--- config.mk ---
export PLATFORM = sky130hd
export DESIGN_NAME = halfpel_motion_compensation_unit
export DESIGN_NICKNAME = d
export VERILOG_FILES = /design/src/hpmc_pkg.sv /design/src/hpmc_front.sv /design/src/hpmc_queue.sv /design/src/hpmc_back.sv /design/src/halfpel_motion_compensation_unit.sv
export SDC_FILE = /design/constraint.sdc
export NUM_CORES = 1
export LEC_CHECK = 0
export ABC_AREA = 1
export BUFFER_PORTS_ARGS = -buffer_cell sky130_fd_sc_hd__clkbuf_2
export CORE_MARGIN = 2
export CORE_UTILIZATION = 55
export DETAILED_ROUTE_END_ITERATION = 8
export PLACE_DENSITY = 0.75
export SLEW_MARGIN = 10
export SYNTH_ARGS = -nofsm -noshare
export SYNTH_HDL_FRONTEND = slang
export SYNTH_SLANG_ARGS = --single-unit
--- constraint.sdc ---
create_clock -name clk -period 5.97 [get_ports clk]
set_input_delay 0.597 -clock clk [delete_from_list [all_inputs] [get_ports clk]]
set_output_delay 0.597 -clock clk [all_outputs]
set_load 0.05 [all_outputs]
--- src/hpmc_pkg.sv ---
// Shared constants, item type and vector rounding functions for the half-pel compensation unit.
package hpmc_pkg;

    localparam int MAX_BLOCK   = 16;
    localparam int SMALL_BLOCK = 8;
    localparam int BORDER_PAD  = 64;
    localparam int LINE_DEPTH  = MAX_BLOCK + 1;
    localparam int LINE_IDX_W  = $clog2(LINE_DEPTH);
    localparam int QUEUE_DEPTH = 2;
    localparam int QPTR_W      = $clog2(QUEUE_DEPTH);

    localparam int LW_W     = 12;
    localparam int POS_W    = 11;
    localparam int VEC_W    = 9;
    localparam int HALF_W   = VEC_W - 1;
    localparam int ROWPOS_W = 13;
    localparam int STRIDE_W = LW_W + 1;
    localparam int PIX_W    = 8;
    localparam int SIZE_W   = 5;
    localparam int SRC_W    = 23;
    localparam int DST_W    = 22;

    localparam logic [LW_W-1:0] LUMA_WIDTH_RESET = 12'd176;

    localparam logic FUNC_HEADER = 1'b0;
    localparam logic FUNC_PIXEL  = 1'b1;

    localparam logic OUT_DESC  = 1'b0;
    localparam logic OUT_PIXEL = 1'b1;

    localparam logic [1:0] KIND_LUMA16  = 2'd0;
    localparam logic [1:0] KIND_LUMA8   = 2'd1;
    localparam logic [1:0] KIND_CHROMA1 = 2'd2;
    localparam logic [1:0] KIND_CHROMA4 = 2'd3;

    typedef struct packed {
        logic                       is_pixel;
        logic [POS_W-1:0]           block_x;
        logic [POS_W-1:0]           block_y;
        logic signed [ROWPOS_W-1:0] row_pos;
        logic signed [HALF_W-1:0]   half_x;
        logic                       chroma;
        logic [SIZE_W-1:0]          cols;
        logic [SIZE_W-1:0]          rows;
        logic                       frac_x;
        logic                       frac_y;
        logic [PIX_W-1:0]           cur;
        logic [PIX_W-1:0]           left;
        logic [PIX_W-1:0]           above;
        logic [PIX_W-1:0]           upleft;
        logic                       last;
    } hpmc_item_t;

    function automatic logic [1:0] chroma_round(input logic [3:0] idx);
        logic [1:0] r;
        case (idx)
            4'd0, 4'd1, 4'd2: r = 2'd0;
            4'd14, 4'd15:     r = 2'd2;
            default:          r = 2'd1;
        endcase
        return r;
    endfunction

    function automatic logic signed [VEC_W-1:0] chroma_single(input logic signed [VEC_W-1:0] v);
        logic signed [VEC_W-1:0] h;
        h = {v[VEC_W-1], v[VEC_W-1:1]};
        if (v[1:0] == 2'b00 || h[0])
            return h;
        return h + 9'sd1;
    endfunction

    function automatic logic signed [VEC_W-1:0] chroma_sum(input logic signed [VEC_W-1:0] v);
        logic [VEC_W:0]   mag_wide;
        logic [VEC_W-1:0] mag;
        logic [5:0]       m;
        mag_wide = v[VEC_W-1] ? (10'd0 - {v[VEC_W-1], v}) : {1'b0, v};
        mag      = mag_wide[VEC_W-1:0];
        m        = {mag[8:4], 1'b0} + {4'b0, chroma_round(mag[3:0])};
        return v[VEC_W-1] ? (9'd0 - {3'b0, m}) : {3'b0, m};
    endfunction

endpackage

--- src/hpmc_front.sv ---
// Front part: accepts items, derives the effective vector and runs the window neighbour state.
module hpmc_front (
    input  logic                       clk,
    input  logic                       rst_n,
    input  logic                       in_valid,
    output logic                       in_stall,
    input  logic                       func,
    input  logic [10:0]                block_x,
    input  logic [10:0]                block_y,
    input  logic [1:0]                 block_kind,
    input  logic signed [8:0]          vec_x,
    input  logic signed [8:0]          vec_y,
    input  logic [7:0]                 pixel_in,
    input  logic                       q_full,
    output logic                       q_push,
    output hpmc_pkg::hpmc_item_t       q_item
);
    import hpmc_pkg::*;

    logic                    busy_reg, busy_next;
    logic                    frac_x_reg, frac_x_next;
    logic                    frac_y_reg, frac_y_next;
    logic [SIZE_W-1:0]       size_reg, size_next;
    logic [SIZE_W-1:0]       col_reg, col_next;
    logic [SIZE_W-1:0]       row_reg, row_next;
    logic [PIX_W-1:0]        left_reg, left_next;
    logic [PIX_W-1:0]        upleft_reg, upleft_next;
    logic [PIX_W-1:0]        row_buf_reg [LINE_DEPTH];

    logic                    accept;
    logic                    header_acc;
    logic                    pixel_acc;
    logic signed [VEC_W-1:0] eff_x;
    logic signed [VEC_W-1:0] eff_y;
    logic [SIZE_W-1:0]       new_size;
    logic [SIZE_W-1:0]       cols;
    logic [SIZE_W-1:0]       rows;
    logic [SIZE_W-1:0]       col_inc;
    logic [SIZE_W-1:0]       row_inc;
    logic [PIX_W-1:0]        above;
    logic                    emit;
    logic                    is_last;

    assign in_stall   = q_full;
    assign accept     = in_valid && !in_stall;
    assign header_acc = accept && (func == FUNC_HEADER);
    assign pixel_acc  = accept && (func == FUNC_PIXEL) && busy_reg;

    always_comb
    begin
        case (block_kind)
            KIND_CHROMA1:
            begin
                eff_x = chroma_single(vec_x);
                eff_y = chroma_single(vec_y);
            end
            KIND_CHROMA4:
            begin
                eff_x = chroma_sum(vec_x);
                eff_y = chroma_sum(vec_y);
            end
            default:
            begin
                eff_x = vec_x;
                eff_y = vec_y;
            end
        endcase
    end

    assign new_size = (block_kind == KIND_LUMA16) ? SIZE_W'(MAX_BLOCK) : SIZE_W'(SMALL_BLOCK);
    assign cols     = size_reg + {{(SIZE_W-1){1'b0}}, frac_x_reg};
    assign rows     = size_reg + {{(SIZE_W-1){1'b0}}, frac_y_reg};
    assign col_inc  = col_reg + SIZE_W'(1);
    assign row_inc  = row_reg + SIZE_W'(1);
    assign above    = row_buf_reg[col_reg[LINE_IDX_W-1:0]];
    assign emit     = (row_reg != '0 || !frac_y_reg) && (col_reg != '0 || !frac_x_reg);
    assign is_last  = (row_inc == rows) && (col_inc == cols);

    always_comb
    begin
        busy_next   = busy_reg;
        frac_x_next = frac_x_reg;
        frac_y_next = frac_y_reg;
        size_next   = size_reg;
        col_next    = col_reg;
        row_next    = row_reg;
        left_next   = left_reg;
        upleft_next = upleft_reg;
        if (header_acc)
        begin
            busy_next   = 1'b1;
            frac_x_next = eff_x[0];
            frac_y_next = eff_y[0];
            size_next   = new_size;
            col_next    = '0;
            row_next    = '0;
        end
        else if (pixel_acc)
        begin
            upleft_next = above;
            left_next   = pixel_in;
            if (col_inc >= cols)
            begin
                col_next = '0;
                row_next = row_inc;
            end
            else
            begin
                col_next = col_inc;
            end
            if (is_last)
            begin
                busy_next = 1'b0;
            end
        end
    end

    always_ff @(posedge clk or negedge rst_n)
    begin
        if (!rst_n)
        begin
            busy_reg   <= 1'b0;
            frac_x_reg <= 1'b0;
            frac_y_reg <= 1'b0;
            size_reg   <= SIZE_W'(MAX_BLOCK);
            col_reg    <= '0;
            row_reg    <= '0;
            left_reg   <= '0;
            upleft_reg <= '0;
        end
        else
        begin
            busy_reg   <= busy_next;
            frac_x_reg <= frac_x_next;
            frac_y_reg <= frac_y_next;
            size_reg   <= size_next;
            col_reg    <= col_next;
            row_reg    <= row_next;
            left_reg   <= left_next;
            upleft_reg <= upleft_next;
        end
    end

    always_ff @(posedge clk)
    begin
        if (pixel_acc)
        begin
            row_buf_reg[col_reg[LINE_IDX_W-1:0]] <= pixel_in;
        end
    end

    assign q_push = header_acc || (pixel_acc && emit);

    always_comb
    begin
        q_item          = '0;
        q_item.is_pixel = func;
        q_item.block_x  = block_x;
        q_item.block_y  = block_y;
        q_item.row_pos  = $signed({2'b0, block_y})
                          + {{(ROWPOS_W-HALF_W){eff_y[VEC_W-1]}}, eff_y[VEC_W-1:1]};
        q_item.half_x   = eff_x[VEC_W-1:1];
        q_item.chroma   = block_kind[1];
        q_item.cols     = new_size + {{(SIZE_W-1){1'b0}}, eff_x[0]};
        q_item.rows     = new_size + {{(SIZE_W-1){1'b0}}, eff_y[0]};
        q_item.frac_x   = frac_x_reg;
        q_item.frac_y   = frac_y_reg;
        q_item.cur      = pixel_in;
        q_item.left     = left_reg;
        q_item.above    = above;
        q_item.upleft   = upleft_reg;
        q_item.last     = is_last;
    end

`ifndef SYNTH
    assert property (@(posedge clk) disable iff (!rst_n) busy_reg |-> col_reg < cols)
        else $error("column count beyond window");
    assert property (@(posedge clk) disable iff (!rst_n) busy_reg |-> row_reg < rows)
        else $error("row count beyond window");
    assert property (@(posedge clk) disable iff (!rst_n) (pixel_acc && is_last) |=> !busy_reg)
        else $error("block still busy after final pixel");
`endif

endmodule

--- src/hpmc_queue.sv ---
// Short queue between the front and back parts.
module hpmc_queue (
    input  logic                 clk,
    input  logic                 rst_n,
    input  logic                 push,
    input  hpmc_pkg::hpmc_item_t push_item,
    input  logic                 pop,
    output hpmc_pkg::hpmc_item_t head_item,
    output logic                 full,
    output logic                 empty
);
    import hpmc_pkg::*;

    hpmc_item_t        entry_reg [QUEUE_DEPTH];
    logic [QPTR_W-1:0] wr_ptr_reg, wr_ptr_next;
    logic [QPTR_W-1:0] rd_ptr_reg, rd_ptr_next;
    logic [QPTR_W:0]   count_reg, count_next;
    logic              do_push;
    logic              do_pop;

    assign full      = (count_reg == (QPTR_W+1)'(QUEUE_DEPTH));
    assign empty     = (count_reg == '0);
    assign do_push   = push && !full;
    assign do_pop    = pop && !empty;
    assign head_item = entry_reg[rd_ptr_reg];

    always_comb
    begin
        wr_ptr_next = wr_ptr_reg;
        rd_ptr_next = rd_ptr_reg;
        count_next  = count_reg;
        if (do_push)
        begin
            wr_ptr_next = (wr_ptr_reg == QPTR_W'(QUEUE_DEPTH-1)) ? '0 : wr_ptr_reg + QPTR_W'(1);
        end
        if (do_pop)
        begin
            rd_ptr_next = (rd_ptr_reg == QPTR_W'(QUEUE_DEPTH-1)) ? '0 : rd_ptr_reg + QPTR_W'(1);
        end
        if (do_push && !do_pop)
        begin
            count_next = count_reg + (QPTR_W+1)'(1);
        end
        else if (do_pop && !do_push)
        begin
            count_next = count_reg - (QPTR_W+1)'(1);
        end
    end

    always_ff @(posedge clk or negedge rst_n)
    begin
        if (!rst_n)
        begin
            wr_ptr_reg <= '0;
            rd_ptr_reg <= '0;
            count_reg  <= '0;
        end
        else
        begin
            wr_ptr_reg <= wr_ptr_next;
            rd_ptr_reg <= rd_ptr_next;
            count_reg  <= count_next;
        end
    end

    always_ff @(posedge clk)
    begin
        if (do_push)
        begin
            entry_reg[wr_ptr_reg] <= push_item;
        end
    end

endmodule

--- src/hpmc_back.sv ---
// Back part: computes window offsets or interpolated pixels into the output register.
module hpmc_back (
    input  logic                 clk,
    input  logic                 rst_n,
    input  logic [11:0]          luma_width,
    input  hpmc_pkg::hpmc_item_t head_item,
    input  logic                 q_empty,
    output logic                 q_pop,
    output logic                 out_valid,
    input  logic                 out_stall,
    output logic                 out_kind,
    output logic signed [22:0]   src_offset,
    output logic [21:0]          dst_offset,
    output logic [4:0]           window_cols,
    output logic [4:0]           window_rows,
    output logic [7:0]           out_pixel,
    output logic                 last
);
    import hpmc_pkg::*;

    logic                          out_valid_reg, out_valid_next;
    logic                          kind_reg;
    logic [SRC_W-1:0]              src_reg;
    logic [DST_W-1:0]              dst_reg;
    logic [SIZE_W-1:0]             cols_reg;
    logic [SIZE_W-1:0]             rows_reg;
    logic [PIX_W-1:0]              pixel_reg;
    logic                          last_reg;

    logic [STRIDE_W-1:0]           luma_stride;
    logic [STRIDE_W-1:0]           stride;
    logic [LW_W-1:0]               dstride;
    logic signed [STRIDE_W+ROWPOS_W:0] src_prod;
    logic [LW_W+POS_W-1:0]         dst_prod;
    logic [SRC_W-1:0]              src_sum;
    logic [DST_W-1:0]              dst_sum;
    logic [PIX_W+1:0]              sum4;
    logic [PIX_W:0]                sum_h;
    logic [PIX_W:0]                sum_v;
    logic [PIX_W-1:0]              pix;

    assign q_pop          = !q_empty && (!out_valid_reg || !out_stall);
    assign out_valid_next = q_pop || (out_valid_reg && out_stall);

    assign luma_stride = {1'b0, luma_width} + STRIDE_W'(BORDER_PAD);
    assign stride      = head_item.chroma ? (luma_stride >> 1) : luma_stride;
    assign dstride     = head_item.chroma ? (luma_width >> 1) : luma_width;
    assign src_prod    = $signed({{(ROWPOS_W+1){1'b0}}, stride})
                         * $signed({{(STRIDE_W+1){head_item.row_pos[ROWPOS_W-1]}},
                                    head_item.row_pos});
    assign dst_prod    = {{POS_W{1'b0}}, dstride} * {{LW_W{1'b0}}, head_item.block_y};
    assign src_sum     = src_prod[SRC_W-1:0] + {{(SRC_W-POS_W){1'b0}}, head_item.block_x}
                         + {{(SRC_W-HALF_W){head_item.half_x[HALF_W-1]}}, head_item.half_x};
    assign dst_sum     = dst_prod[DST_W-1:0] + {{(DST_W-POS_W){1'b0}}, head_item.block_x};

    assign sum4  = {2'b0, head_item.upleft} + {2'b0, head_item.above}
                   + {2'b0, head_item.left} + {2'b0, head_item.cur} + 10'd2;
    assign sum_h = {1'b0, head_item.left} + {1'b0, head_item.cur} + 9'd1;
    assign sum_v = {1'b0, head_item.above} + {1'b0, head_item.cur} + 9'd1;

    always_comb
    begin
        case ({head_item.frac_x, head_item.frac_y})
            2'b11:   pix = sum4[PIX_W+1:2];
            2'b10:   pix = sum_h[PIX_W:1];
            2'b01:   pix = sum_v[PIX_W:1];
            default: pix = head_item.cur;
        endcase
    end

    always_ff @(posedge clk or negedge rst_n)
    begin
        if (!rst_n)
        begin
            out_valid_reg <= 1'b0;
        end
        else
        begin
            out_valid_reg <= out_valid_next;
        end
    end

    always_ff @(posedge clk)
    begin
        if (q_pop)
        begin
            if (head_item.is_pixel)
            begin
                kind_reg  <= OUT_PIXEL;
                src_reg   <= '0;
                dst_reg   <= '0;
                cols_reg  <= '0;
                rows_reg  <= '0;
                pixel_reg <= pix;
                last_reg  <= head_item.last;
            end
            else
            begin
                kind_reg  <= OUT_DESC;
                src_reg   <= src_sum;
                dst_reg   <= dst_sum;
                cols_reg  <= head_item.cols;
                rows_reg  <= head_item.rows;
                pixel_reg <= '0;
                last_reg  <= 1'b0;
            end
        end
    end

    assign out_valid   = out_valid_reg;
    assign out_kind    = kind_reg;
    assign src_offset  = $signed(src_reg);
    assign dst_offset  = dst_reg;
    assign window_cols = cols_reg;
    assign window_rows = rows_reg;
    assign out_pixel   = pixel_reg;
    assign last        = last_reg;

endmodule

--- src/halfpel_motion_compensation_unit.sv ---
// Top level of the half-pel motion compensation unit: width register, front, queue and back.
// An item is registered first in the queue and then, as its result, in the back part's output register.
// Throughput: one item per cycle while out_stall is low, headers and reference pixels alike,
//   set by the front's single neighbour-register update per pixel and the one-entry-per-cycle queue.
// Window edge pixels and pixels outside a block give no result.
// Reset clears the width register to 176, the left and upper-left neighbour registers, the queue and the output valid.
module halfpel_motion_compensation_unit (
    input  logic                clk,
    input  logic                rst_n,
    input  logic                in_valid,
    output logic                in_stall,
    input  logic                func,
    input  logic [10:0]         block_x,
    input  logic [10:0]         block_y,
    input  logic [1:0]          block_kind,
    input  logic signed [8:0]   vec_x,
    input  logic signed [8:0]   vec_y,
    input  logic [7:0]          pixel_in,
    output logic                out_valid,
    input  logic                out_stall,
    output logic                out_kind,
    output logic signed [22:0]  src_offset,
    output logic [21:0]         dst_offset,
    output logic [4:0]          window_cols,
    output logic [4:0]          window_rows,
    output logic [7:0]          out_pixel,
    output logic                last,
    input  logic                cfg_valid,
    output logic                cfg_ready,
    input  logic [11:0]         cfg_data
);
    import hpmc_pkg::*;

    logic [LW_W-1:0] luma_width_reg, luma_width_next;
    logic            q_full;
    logic            q_empty;
    logic            q_push;
    logic            q_pop;
    hpmc_item_t      push_item;
    hpmc_item_t      head_item;

    assign cfg_ready       = 1'b1;
    assign luma_width_next = (cfg_valid && cfg_ready) ? cfg_data : luma_width_reg;

    always_ff @(posedge clk or negedge rst_n)
    begin
        if (!rst_n)
        begin
            luma_width_reg <= LUMA_WIDTH_RESET;
        end
        else
        begin
            luma_width_reg <= luma_width_next;
        end
    end

    hpmc_front u_front (
        .clk        (clk),
        .rst_n      (rst_n),
        .in_valid   (in_valid),
        .in_stall   (in_stall),
        .func       (func),
        .block_x    (block_x),
        .block_y    (block_y),
        .block_kind (block_kind),
        .vec_x      (vec_x),
        .vec_y      (vec_y),
        .pixel_in   (pixel_in),
        .q_full     (q_full),
        .q_push     (q_push),
        .q_item     (push_item)
    );

    hpmc_queue u_queue (
        .clk       (clk),
        .rst_n     (rst_n),
        .push      (q_push),
        .push_item (push_item),
        .pop       (q_pop),
        .head_item (head_item),
        .full      (q_full),
        .empty     (q_empty)
    );

    hpmc_back u_back (
        .clk         (clk),
        .rst_n       (rst_n),
        .luma_width  (luma_width_reg),
        .head_item   (head_item),
        .q_empty     (q_empty),
        .q_pop       (q_pop),
        .out_valid   (out_valid),
        .out_stall   (out_stall),
        .out_kind    (out_kind),
        .src_offset  (src_offset),
        .dst_offset  (dst_offset),
        .window_cols (window_cols),
        .window_rows (window_rows),
        .out_pixel   (out_pixel),
        .last        (last)
    );

endmodule

==> results.yml <==
clock_network:
  clk_latency_ps: 600
  cts_buffer_depth: 3
  cts_hold_buf: 0
  cts_max_level: 2
  cts_tree: "built"
  numCtsBuffers: 43
  cts-root-buf: "clkbuf_16"
  path_clk_slew_ps: 60
  clkSinkCount: 411
critical_path:
  critPathMaxFanout: 8
  cp-end-kind: "flop"
  cp_slowest_cell: "fa_1"
  cp.arrival_ps: 6460
  cpMostUsedCell: "fa_1"
  slowest_delay_ps: 540
  critPathLaunchType: "flop"
  critPathRequiredTime_ps: 6400
  path_buf_inv: 6
  crit_type: "flop to flop"
  critical_path.cell_chain: "o21ai_4 > buf_12 > buf_8 > nand3_1 > nand2_4 > buf_4 > nand2_1 > fa_1 > fa_1 > inv_1 > fa_1 > fa_1 > fa_1 > fa_1 > ha_4 > a21oi_2 > o211ai_1 > a21oi_2 > buf_4 > buf_4 > o21ai_2 > a21oi_2"
  critPathTopFamily: "adder cells"
route:
  drtAntennaViolNets: 0
  firstDrtPassIters: 6
  drt-wirelength-per-cell_um: 18.1
  drt_iter0_markers: 2032
  vias: 23200
  totalWireLength_um: 76600
  drcViolationCount: 0
  routed_via_density: 5.48
layout:
  synthToLayoutAreaGrowth_pct: 17.8
  drive_above_1_share_pct: 18.1
  layout_commonest_cell: "nand2_1"
  final_cell_mix: "nand2_1, inv_1, edfxtp_1, nor2_1, fa_1"
  antenna_cells: 0
  largest_reg_flops: 168
  nNetsFinal: 4035
yosys:
  ys_async_sr_fraction_pct: 11.7
  synth.avg_cell_area_um2: 9.50
  synthCells: 3162
  ys_seq_area_share_pct: 40.3
  synth_cell_types: 56
  synth-edff-count: 363
  ys_seq_elements: 411
  synth_ff_type: "edfxtp_1"
  yosys_warnings: 0
  synthesis.area_mm2: 0.0300
floorplan:
  die_y_um: 238
  coreArea_mm2: 0.0539
  start_util_pct: 55.7
  design.die.area_mm2: 0.0565
  die_w_um: 238
  ios: 136
  num_rows: 85
grt:
  grt_max_degree: 72
  grt_pass1_vias: 23200
  grtUsageTotal_pct: 27.8
  gr-total-overflow: 0
  antenna_found_initial: 0
  grt_pass1_wl_um: 122000
sta:
  layout_setup_ws_ps: -55.6
  setup_violations: 7
  fin_skew_ps: 30.8
  fin_crit_sh_pct: 101
  fmaxAchievable_mhz: 166
  rsz0062_at_grt: "yes"
  hold_viol: 0
  tns_ps: -272
  slew_viol_final: 0
  relSlewSlack_pct: 38.8
  finalCriticalPeriod_ps: 6030
  tightest_slew_ps: 914
min_path:
  hp-class: "primary input to async pin"
placed_design:
  dpl.hpwl_um: 58100
  port_buffers: 130
  routabilityCongestion: 0.938
flow_run:
  max-cap-violations: 0
outcome:
  failed_checks: "negative setup slack"
  run_status: "finished, violations left"
## synth_stat cells (23+ instances only)
library cell	n	area, um^2
a21oi_1	127	636
nand2_1	611	2290
nand3_1	86	430
clkbuf_1	49	184
dfrtp_1	44	1100
nand4_1	23	144
nor2_1	364	1370
inv_1	513	1930
xor2_1	37	324
o22ai_1	35	219
fa_1	259	5180
ha_1	196	2450
edfxtp_1	363	10900
o21ai_0	204	1020
## worst register-to-register path, cell delays in order, from the launching register on
cell and delay (ps):
dfrtp_4 510, o21ai_4 180, buf_12 150, buf_8 140, nand3_1 140, nand2_4 120
buf_4 170, nand2_1 100, fa_1 510, fa_1 540, inv_1 50, fa_1 520
fa_1 440, fa_1 510, fa_1 460, ha_4 290, a21oi_2 260, o211ai_1 170
a21oi_2 190, buf_4 140, buf_4 110, o21ai_2 50, a21oi_2 120
## cell families (layout without fill, tap and decap cells)
kind of cell / after synthesis / after routing / synth area share [%]
compound gates: 467 / 467 / 8.75
xor+xnor: 53 / 53 / 1.57
fa+ha+maj: 455 / 455 / 25.4
buf+inv: 614 / 995 / 7.96
flops: 411 / 411 / 40.3
mux: 19 / 19 / 0.688
other cells: 2 / 5 / 0.0250
simple gates: 1141 / 1141 / 15.3
## path summary, 6_finish.rpt
check	startpoint	cells past startpoint	slack [ps]	to
max	u_queue.rd_ptr_reg$_DFFE_PN0P_	22	-60	u_back.src_offset[11]$_SDFFCE_PP0P_
min	rst_n	2	150	luma_width_reg[3]$_DFFE_PN0P_
max reg2reg	u_queue.rd_ptr_reg$_DFFE_PN0P_	22	-60	u_back.src_offset[11]$_SDFFCE_PP0P_
min reg2reg	u_front.upleft_reg[5]$_DFFE_PN0P_	0	470	u_queue.entry_reg[0][6]$_DFFE_PP_
max in group asynchronous	rst_n	2	5170	u_queue.rd_ptr_reg$_DFFE_PN0P_
min in group clk	block_x[0]	1	210	u_queue.entry_reg[1][78]$_DFFE_PP_
## metrics by stage
stage                     worst slack (ps)  instance area, um^2  hold slack (ps)  util (%)  std cells
after floorplan                      0.451                30100              301         -       3165
after global placement                -308                33100              451      61.3       4150
after detailed placement              -371                33100              460      61.3       4150
after CTS                            -20.7                35100              153      65.0       4239
after global routing                  -295                35400              186      65.6       4242
final                                -55.6                35400              148      65.6       4242
## routing by layer
metal	vias to the layer above	track usage, %	share of wire [%]
met5	-	0	0
met1	11200	37.6	42
li1	11000	-	-
met2	927	45.0	47
met4	0	7.99	2.7
met3	142	6.38	8.7
## area by class of cell
class / instances / area [um^2]
Timing Repair inverter: 1 / 7.51
Clock buffer: 52 / 1140
Clock inverter: 27 / 352
Timing Repair Buffer: 387 / 2690
Sequential cell: 411 / 12100
Multi-Input combinational cell: 2140 / 16200
Inverter: 528 / 1990
Fill cell: 4202 / 18500
Tap cell: 696 / 871
## timing repair
item	in CTS	in global routing
pin swaps	51	47
resized for setup	103	76
cloned	1	0
setup buffers	9	3
setup endpoints to repair	21	27
Power is left out: the tool's default activity adds up to more than one toggle a clock period on the data nets, which glitch-free logic cannot reach.
